==> config.mk <==
export PLATFORM = sky130hd
export DESIGN_NAME = ble_crc24_whitening_tx_unit
export DESIGN_NICKNAME = d
export VERILOG_FILES = /design/src/rtl/blecrc_pkg.sv /design/src/rtl/blecrc_core.sv /design/src/rtl/blecrc_outq.sv /design/src/rtl/ble_crc24_whitening_tx_unit.sv
export VERILOG_INCLUDE_DIRS = /design/src /design/src/rtl
export SDC_FILE = /design/constraint.sdc
export NUM_CORES = 1
export LEC_CHECK = 0
export BUFFER_PORTS_ARGS = -buffer_cell sky130_fd_sc_hd__buf_4
export CELL_PAD_IN_SITES_DETAIL_PLACEMENT = 1
export CELL_PAD_IN_SITES_GLOBAL_PLACEMENT = 1
export CORE_ASPECT_RATIO = 2
export CORE_MARGIN = 1
export CORE_UTILIZATION = 23
export CTS_BUF_LIST = sky130_fd_sc_hd__clkbuf_4 sky130_fd_sc_hd__clkbuf_8
export CTS_CLUSTER_SIZE = 12
export DETAILED_ROUTE_END_ITERATION = 8
export HOLD_SLACK_MARGIN = 0.1
export PLACE_DENSITY_LB_ADDON = 0.1
export SLEW_MARGIN = 20
export SYNTH_ARGS = -nofsm -noshare
export SYNTH_HDL_FRONTEND = slang
export SYNTH_SLANG_ARGS = --single-unit
==> constraint.sdc <==
create_clock -name clk -period 5.9 [get_ports clk]
set_clock_uncertainty 0.2 [all_clocks]
set_input_delay 0.885 -clock clk [delete_from_list [all_inputs] [get_ports clk]]
set_output_delay 0.885 -clock clk [all_outputs]
set_load 0.01 [all_outputs]
==> src/rtl/ble_crc24_whitening_tx_unit_defines.svh <==
// ----------------------------------------------------------------------------
// ble_crc24_whitening_tx_unit_defines
// assertion macros shared by the transmit unit modules
// ----------------------------------------------------------------------------
`ifndef BLE_CRC24_WHITENING_TX_UNIT_DEFINES_SVH
`define BLE_CRC24_WHITENING_TX_UNIT_DEFINES_SVH

// same-cycle implication, clocked on clk, off during reset
`define BLECRC_ASSERT_NOW(label, ante, cons, msg) \
    label: assert property (@(posedge clk) disable iff (!rst_n) (ante) |-> (cons)) \
        else $error(msg);

// next-cycle implication, clocked on clk, off during reset
`define BLECRC_ASSERT_NEXT(label, ante, cons, msg) \
    label: assert property (@(posedge clk) disable iff (!rst_n) (ante) |=> (cons)) \
        else $error(msg);

`endif

==> src/rtl/blecrc_pkg.sv <==
// ----------------------------------------------------------------------------
// blecrc_pkg
// types, constants and bit-step functions for crc-24 and data whitening
// ----------------------------------------------------------------------------
package blecrc_pkg;

    localparam int CRC_W   = 24;
    localparam int LFSR_W  = 7;
    localparam int CHAN_W  = 6;
    localparam int BYTE_W  = 8;

    localparam logic [CRC_W-1:0]  CRC_PRESET   = 24'hAAAAAA;
    localparam logic [CRC_W-1:0]  CRC_FEEDBACK = 24'h5A6000;
    localparam logic [CHAN_W-1:0] CHAN_RESET   = 6'd37;

    typedef struct packed {
        logic [BYTE_W-1:0] pdu_byte;
        logic              last_in;
    } in_t;

    typedef struct packed {
        logic [BYTE_W-1:0] out_byte;
        logic              last_out;
    } out_t;

    typedef struct packed {
        logic [LFSR_W-1:0] lfsr;
        logic [BYTE_W-1:0] data;
    } whiten_t;

    // result of one pdu byte, handed from core to output stage
    typedef struct packed {
        logic [BYTE_W-1:0] data;
        logic              last;
        logic [CRC_W-1:0]  crc;
        logic [LFSR_W-1:0] lfsr;
    } core_res_t;

    function automatic logic [LFSR_W-1:0] lfsr_seed(input logic [CHAN_W-1:0] chan);
        return {1'b1, chan};
    endfunction

    // eight crc bit steps, msb of the byte first
    function automatic logic [CRC_W-1:0] crc_fold8(input logic [CRC_W-1:0] crc_in,
                                                   input logic [BYTE_W-1:0] b);
        logic [CRC_W-1:0] c;
        logic             fb;
        c = crc_in;
        for (int n = BYTE_W - 1; n >= 0; n--)
        begin
            fb = c[0] ^ b[n];
            c  = {fb, c[CRC_W-1:1]};
            if (fb)
            begin
                c = c ^ CRC_FEEDBACK;
            end
        end
        return c;
    endfunction

    // eight whitening steps, lfsr x^7+x^4+1
    function automatic whiten_t whiten8(input logic [LFSR_W-1:0] lfsr_in,
                                        input logic [BYTE_W-1:0] b);
        whiten_t r;
        logic    w;
        r.lfsr = lfsr_in;
        r.data = b;
        for (int n = BYTE_W - 1; n >= 0; n--)
        begin
            w         = r.lfsr[0];
            r.data[n] = r.data[n] ^ w;
            r.lfsr    = {w, r.lfsr[LFSR_W-1:1]} ^ {4'b0000, w, 2'b00};
        end
        return r;
    endfunction

    function automatic logic [BYTE_W-1:0] bit_rev8(input logic [BYTE_W-1:0] b);
        logic [BYTE_W-1:0] r;
        for (int n = 0; n < BYTE_W; n++)
        begin
            r[n] = b[BYTE_W-1-n];
        end
        return r;
    endfunction

endpackage

==> src/rtl/blecrc_core.sv <==
// ----------------------------------------------------------------------------
// blecrc_core
// crc and whitening state, folds and whitens one pdu byte per request
// ----------------------------------------------------------------------------
`include "ble_crc24_whitening_tx_unit_defines.svh"

module blecrc_core (
    input  logic                            clk,
    input  logic                            rst_n,
    input  logic                            cfg_we,
    input  logic [blecrc_pkg::CHAN_W-1:0]   cfg_wdata,
    input  logic                            take,
    input  blecrc_pkg::in_t                 in_data,
    output blecrc_pkg::core_res_t           res
);
    import blecrc_pkg::*;

    logic [CRC_W-1:0]  crc_reg, crc_next;
    logic [LFSR_W-1:0] lfsr_reg, lfsr_next;
    logic [CHAN_W-1:0] chan_reg, chan_next;
    logic [CRC_W-1:0]  crc_fold;
    whiten_t           wres;
    logic              rearmed;

    assign crc_fold = crc_fold8(crc_reg, in_data.pdu_byte);
    assign wres     = whiten8(lfsr_reg, in_data.pdu_byte);

    // crc at its preset and lfsr carrying the seed's top bit
    assign rearmed  = (crc_reg == CRC_PRESET) && lfsr_reg[LFSR_W-1];

    always_comb
    begin
        res.data = wres.data;
        res.last = in_data.last_in;
        res.crc  = crc_fold;
        res.lfsr = wres.lfsr;
    end

    always_comb
    begin
        chan_next = chan_reg;
        crc_next  = crc_reg;
        lfsr_next = lfsr_reg;
        if (cfg_we)
        begin
            chan_next = cfg_wdata;
            crc_next  = CRC_PRESET;
            lfsr_next = lfsr_seed(cfg_wdata);
        end
        else if (take)
        begin
            if (in_data.last_in)
            begin
                // packet closed, re-arm for the next one
                crc_next  = CRC_PRESET;
                lfsr_next = lfsr_seed(chan_reg);
            end
            else
            begin
                crc_next  = crc_fold;
                lfsr_next = wres.lfsr;
            end
        end
    end

    always_ff @(posedge clk or negedge rst_n)
    begin
        if (!rst_n)
        begin
            chan_reg <= CHAN_RESET;
            crc_reg  <= CRC_PRESET;
            lfsr_reg <= lfsr_seed(CHAN_RESET);
        end
        else
        begin
            chan_reg <= chan_next;
            crc_reg  <= crc_next;
            lfsr_reg <= lfsr_next;
        end
    end

    `BLECRC_ASSERT_NEXT(a_cfg_rearm, cfg_we, rearmed, "channel write did not re-arm")
    `BLECRC_ASSERT_NEXT(a_chan_write, cfg_we, chan_reg == $past(cfg_wdata), "channel missed")
    `BLECRC_ASSERT_NEXT(a_last_rearm, take && in_data.last_in && !cfg_we, rearmed, "no re-arm")

endmodule

==> src/rtl/blecrc_outq.sv <==
// ----------------------------------------------------------------------------
// blecrc_outq
// result register and crc tail sequencer, one byte per cycle to the output while out_ready is high
// ----------------------------------------------------------------------------
`include "ble_crc24_whitening_tx_unit_defines.svh"

module blecrc_outq (
    input  logic                    clk,
    input  logic                    rst_n,
    input  logic                    in_valid,
    output logic                    in_ready,
    input  blecrc_pkg::core_res_t   res,
    output logic                    take,
    output logic                    out_valid,
    input  logic                    out_ready,
    output blecrc_pkg::out_t        out_data
);
    import blecrc_pkg::*;

    logic              valid_reg, valid_next;
    out_t              data_reg, data_next;
    logic [1:0]        tail_cnt_reg, tail_cnt_next;
    logic [CRC_W-1:0]  tail_crc_reg, tail_crc_next;
    logic [LFSR_W-1:0] tail_lfsr_reg, tail_lfsr_next;
    logic              drain;
    logic              tail_step;
    whiten_t           tail_w;

    assign drain     = valid_reg && out_ready;
    assign in_ready  = (!valid_reg || drain) && (tail_cnt_reg == 2'd0);
    assign take      = in_valid && in_ready;
    assign tail_step = drain && (tail_cnt_reg != 2'd0);
    assign tail_w    = whiten8(tail_lfsr_reg, bit_rev8(tail_crc_reg[BYTE_W-1:0]));

    always_comb
    begin
        valid_next     = valid_reg;
        data_next      = data_reg;
        tail_cnt_next  = tail_cnt_reg;
        tail_crc_next  = tail_crc_reg;
        tail_lfsr_next = tail_lfsr_reg;
        if (take)
        begin
            valid_next         = 1'b1;
            data_next.out_byte = res.data;
            data_next.last_out = 1'b0;
            if (res.last)
            begin
                tail_cnt_next  = 2'd3;
                tail_crc_next  = res.crc;
                tail_lfsr_next = res.lfsr;
            end
        end
        else if (tail_step)
        begin
            // crc bytes low, middle, high
            valid_next         = 1'b1;
            data_next.out_byte = tail_w.data;
            data_next.last_out = (tail_cnt_reg == 2'd1);
            tail_cnt_next      = tail_cnt_reg - 2'd1;
            tail_crc_next      = {8'h00, tail_crc_reg[CRC_W-1:BYTE_W]};
            tail_lfsr_next     = tail_w.lfsr;
        end
        else if (drain)
        begin
            valid_next = 1'b0;
        end
    end

    always_ff @(posedge clk or negedge rst_n)
    begin
        if (!rst_n)
        begin
            valid_reg    <= 1'b0;
            tail_cnt_reg <= 2'd0;
        end
        else
        begin
            valid_reg    <= valid_next;
            tail_cnt_reg <= tail_cnt_next;
        end
    end

    always_ff @(posedge clk)
    begin
        data_reg      <= data_next;
        tail_crc_reg  <= tail_crc_next;
        tail_lfsr_reg <= tail_lfsr_next;
    end

    assign out_valid = valid_reg;
    assign out_data  = data_reg;

    `BLECRC_ASSERT_NOW(a_tail_has_head, tail_cnt_reg != 2'd0, valid_reg, "crc tail pending with no byte in the result register")
    `BLECRC_ASSERT_NOW(a_last_ends_tail, valid_reg && data_reg.last_out, tail_cnt_reg == 2'd0, "packet end shown while crc bytes remain")
    `BLECRC_ASSERT_NEXT(a_tail_start, take && res.last, (tail_cnt_reg == 2'd3) && valid_reg, "last pdu byte did not start a three byte crc tail")

endmodule

==> src/rtl/ble_crc24_whitening_tx_unit.sv <==
// ----------------------------------------------------------------------------
// ble_crc24_whitening_tx_unit
// link-layer transmit engine: crc-24 over pdu bytes, whitening, crc append
// output: a request shows on the output in the cycle after it is taken
// throughput: one pdu byte per cycle while out_ready is high; a byte flagged last yields four
//   output bytes (its own byte plus three crc bytes from the tail sequencer)
// reset: channel 37, crc preset 0xaaaaaa, lfsr seeded 0x65, output empty
// ----------------------------------------------------------------------------
module ble_crc24_whitening_tx_unit (
    input  logic                            clk,
    input  logic                            rst_n,
    // channel register write, re-arms crc and lfsr
    input  logic                            cfg_we,
    input  logic [blecrc_pkg::CHAN_W-1:0]   cfg_wdata,
    // pdu byte requests
    input  logic                            in_valid,
    output logic                            in_ready,
    input  blecrc_pkg::in_t                 in_data,
    // whitened bytes for the air
    output logic                            out_valid,
    input  logic                            out_ready,
    output blecrc_pkg::out_t                out_data
);
    import blecrc_pkg::*;

    // take: a pdu request is accepted this cycle
    logic      take;
    // per-byte result: whitened byte, folded crc and lfsr after the byte
    core_res_t res;

    // state registers and the single-pass crc fold and whitening of one byte
    blecrc_core u_core (
        .clk       (clk),
        .rst_n     (rst_n),
        .cfg_we    (cfg_we),
        .cfg_wdata (cfg_wdata),
        .take      (take),
        .in_data   (in_data),
        .res       (res)
    );

    // result register; after a last byte it emits the three crc bytes,
    // holding off new requests until the last of them has been taken
    blecrc_outq u_outq (
        .clk       (clk),
        .rst_n     (rst_n),
        .in_valid  (in_valid),
        .in_ready  (in_ready),
        .res       (res),
        .take      (take),
        .out_valid (out_valid),
        .out_ready (out_ready),
        .out_data  (out_data)
    );

endmodule
==> impl_metrics.csv <==
group,metric,value,unit
global_routing,grt_usage,14.13,%
logic_synthesis,syn_inst,343,
clocking,cts_tree,"yes",
clocking,post_cts_buffers,0,
job,maxCapViolations,0,
sta,grt_setup_unrepaired,"no",
final_layout,diodes,0,
sta,tightest_slew,0.7809,ns
sta,fin_crit,2.630,ns
setup_path,critPathMaxFanout,36,
pwr,irDropWorstVdd,91.40,uV
final_layout,post-route-util,27.53,%
routing,vias_per_cell,4.382,
floorplan,pin_count,31,
final_layout,fillers,1907,
routing,antenna_left,0,
clocking,cts_resized,0,
global_routing,gr-total-overflow,0,
routing,wl,11410,um
logic_synthesis,yosys.area.top_type,"edfxtp_1",
logic_synthesis,ys_warn_count,0,
routing,vias,2559,
sta,setup_ws,3.270,ns
sta,hold_violations,0,
setup_path,cp_slowest_cell,"buf_4",
hold_path,hold_depth,2,
sta,tns,0,ns
logic_synthesis,syn_area,3951,um^2
clocking,clk_latency,0.37,ns
floorplan,rows,67,
pwr,p_per_area,256.0,nW/um^2
setup_path,cp-end-kind,"register",
clocking,cts-root-buf,"clkbuf_8",
logic_synthesis,syn-num-nets,365,
final_layout,final_common_cell,"nand2_1",
setup_path,crit_arrival,2.44,ns
setup_path,crit_chain,"inv_1, ha_1, and3_1, buf_4, a21oi_1, inv_1, buf_4",
placement,dpl.hpwl,8080,um
placement,dp_slack,2.905,ns
routing,wl_per_cell,19.53,um
pwr,power.total,1.182,mW
final_layout,synthToLayoutAreaGrowth,16.81,%
logic_synthesis,ys_seq_area_share,56.08,%
sta,slew_viol_final,0,
setup_path,crit_path_start_kind,"register",
hold_path,min_delay_worst_endpoint,"u_outq.out_data[0]",
hold_path,hold_start,"u_outq.out_data[0]",
sta,setup_viol,0,
clocking,cts-hold-fix-buffers,0,
sta,fin_crit_sh,44.57,%
setup_path,timing.rr.end,"u_outq.tail_crc_reg[0]",
floorplan,start_util,23.57,%
logic_synthesis,synth.avg_cell_area,11.52,um^2
logic_synthesis,synth_seq_cells,80,
final_layout,mostFrequentLayoutCells,"52 x nand2_1, 43 x xnor2_1, 39 x edfxtp_1",
logic_synthesis,synth_cell_types,40,
floorplan,die_w,94.68,um
pwr,p_leak,1.701,nW
setup_path,critPathKind,"register to register",
clocking,clk_pin_slew,0.08,ns
logic_synthesis,synth_area_leaders,"edfxtp_1 30%, dfrtp_1 13%, dfstp_2 13%",
global_routing,grt_pass1_wl,17760,um
hold_path,hp-class,"register to register",
clocking,h-tree-depth,3,
logic_synthesis,synthArstFlopShare,50.00,%
final_layout,final_area,4616,um^2
routing,drtPass1Iterations,4,
clocking,cts_buffers,9,
final_layout,drive_above_1_share,23.34,%
setup_path,cp.required,5.72,ns
clocking,clockBufferDepth,2,
setup_path,r2r_slack,3.27,ns
clocking,numClockSinks,80,
logic_synthesis,synth_edf_count,39,
global_routing,grt_max_degree,41,
setup_path,r2r-start,"u_outq.tail_cnt_reg[0]",
logic_synthesis,synthFlopType,"edfxtp_1",
logic_synthesis,synth_top_area_share,29.64,%
floorplan,core-area,16770,um^2
placement,port_buffers,30,
floorplan,die_y,187.4,um
status,status,"complete, no violations",
global_routing,grt_antenna_before_repair,0,
floorplan,dieArea,17740,um^2
sta,slew_headroom,47.75,%
final_layout,num-nets-final,394,
placement,gp_congestion,0.7004,
setup_path,worstRegToRegCells,7,
placement,placed_area,4404,um^2
routing,drc,0,
routing,drtIter0Drc,86,
global_routing,grt_pass1_vias,2809,
setup_path,max_stage_delay,0.40,ns
sta,max_freq,380.3,MHz
==> routing by layer <==
layer  track usage (%)  vias up  share of wire (%)
li1                  -     1223                  -
met1             15.65     1295                 39
met2             26.12       30                 57
met3             2.114       11                2.2
met4             5.420        0                1.8
met5                 0        -                  0
==> final cells by class <==
class | instances | area [um^2] | share of cell area [%]
flip-flops and latches | 80 | 2216 | 48.01
multi-input cells | 240 | 1657 | 35.89
well taps | 207 | 259.0 | 5.611
repair buffers | 33 | 247.7 | 5.367
clock buffers | 11 | 151.4 | 3.280
clock inverters | 5 | 55.05 | 1.193
inverters | 8 | 30.03 | 0.6506
==> stage by stage <==
step	hold slack, ns	instances
4_1_cts	0.2796	584
3_5_place_dp	0.2624	568
5_1_grt	0.3109	584
6_report	0.2725	584
3_3_place_gp	0.2608	568
2_1_floorplan	0.2484	343
==> where the power goes <==
group	switching (mW)	total, mW	internal [mW]
combinational	0.0856	0.139	0.0531
sequential	0.00985	0.602	0.592
clock	0.223	0.441	0.217
==> critical path, delay by kind of cell (launching register included) <==
kind,cells,cell delay (ns)
and+or+nand+nor,1,0.19
AOI/OAI and AO/OA,1,0.21
buffers and inverters,4,0.97
DFF,1,0.39
adders and majority gates,1,0.28
==> worst max-delay path by stage <==
stage                               to              startpoint  slack (ns)  cells after the start
2_1_floorplan   u_outq.tail_crc_reg[0]               out_ready        3.24                      5
3_3_place_gp   u_outq.tail_crc_reg[20]               out_ready        2.93                      7
3_5_place_dp   u_outq.tail_crc_reg[14]               out_ready        2.91                      7
4_1_cts         u_outq.tail_crc_reg[0]  u_outq.tail_cnt_reg[0]        3.22                      7
5_1_grt        u_outq.tail_crc_reg[20]  u_outq.tail_cnt_reg[0]        3.08                      7
6_report        u_outq.tail_crc_reg[0]  u_outq.tail_cnt_reg[0]        3.27                      7
==> cells by family (layout without fill, tap and decap cells) <==
family | Yosys count | after routing | synth area share (%)
AO/OA/AOI/OAI | 64 | 64 | 10.16
multiplexers | 12 | 12 | 3.388
XOR/XNOR | 73 | 73 | 17.99
AND/OR/NAND/NOR | 89 | 89 | 9.500
flip-flops | 80 | 80 | 56.08
adder cells (fa/ha/maj) | 2 | 2 | 0.6332
buffers and inverters | 23 | 57 | 2.248
==> cell usage after synthesis, types with 2 or more instances <==
| library cell | count |
|---|---|
| a2bb2oi_1 | 3 |
| mux2_2 | 7 |
| o22ai_1 | 5 |
| a22oi_1 | 3 |
| xnor2_4 | 2 |
| or2_2 | 4 |
| clkbuf_1 | 11 |
| a21oi_1 | 12 |
| xor2_1 | 25 |
| dfrtp_1 | 21 |
| edfxtp_1 | 39 |
| o22a_1 | 6 |
| o21ai_0 | 25 |
| o211ai_1 | 2 |
| nand2b_1 | 3 |
| ha_1 | 2 |
| dfstp_2 | 19 |
| and2_1 | 4 |
| inv_1 | 8 |
| mux2i_1 | 4 |
| buf_2 | 2 |
| xnor2_2 | 2 |
| buf_1 | 2 |
| nor2_1 | 20 |
| xnor2_1 | 43 |
| nand2_1 | 52 |
| a22o_1 | 4 |
Note: power is estimated with default switching activity, not from simulation.
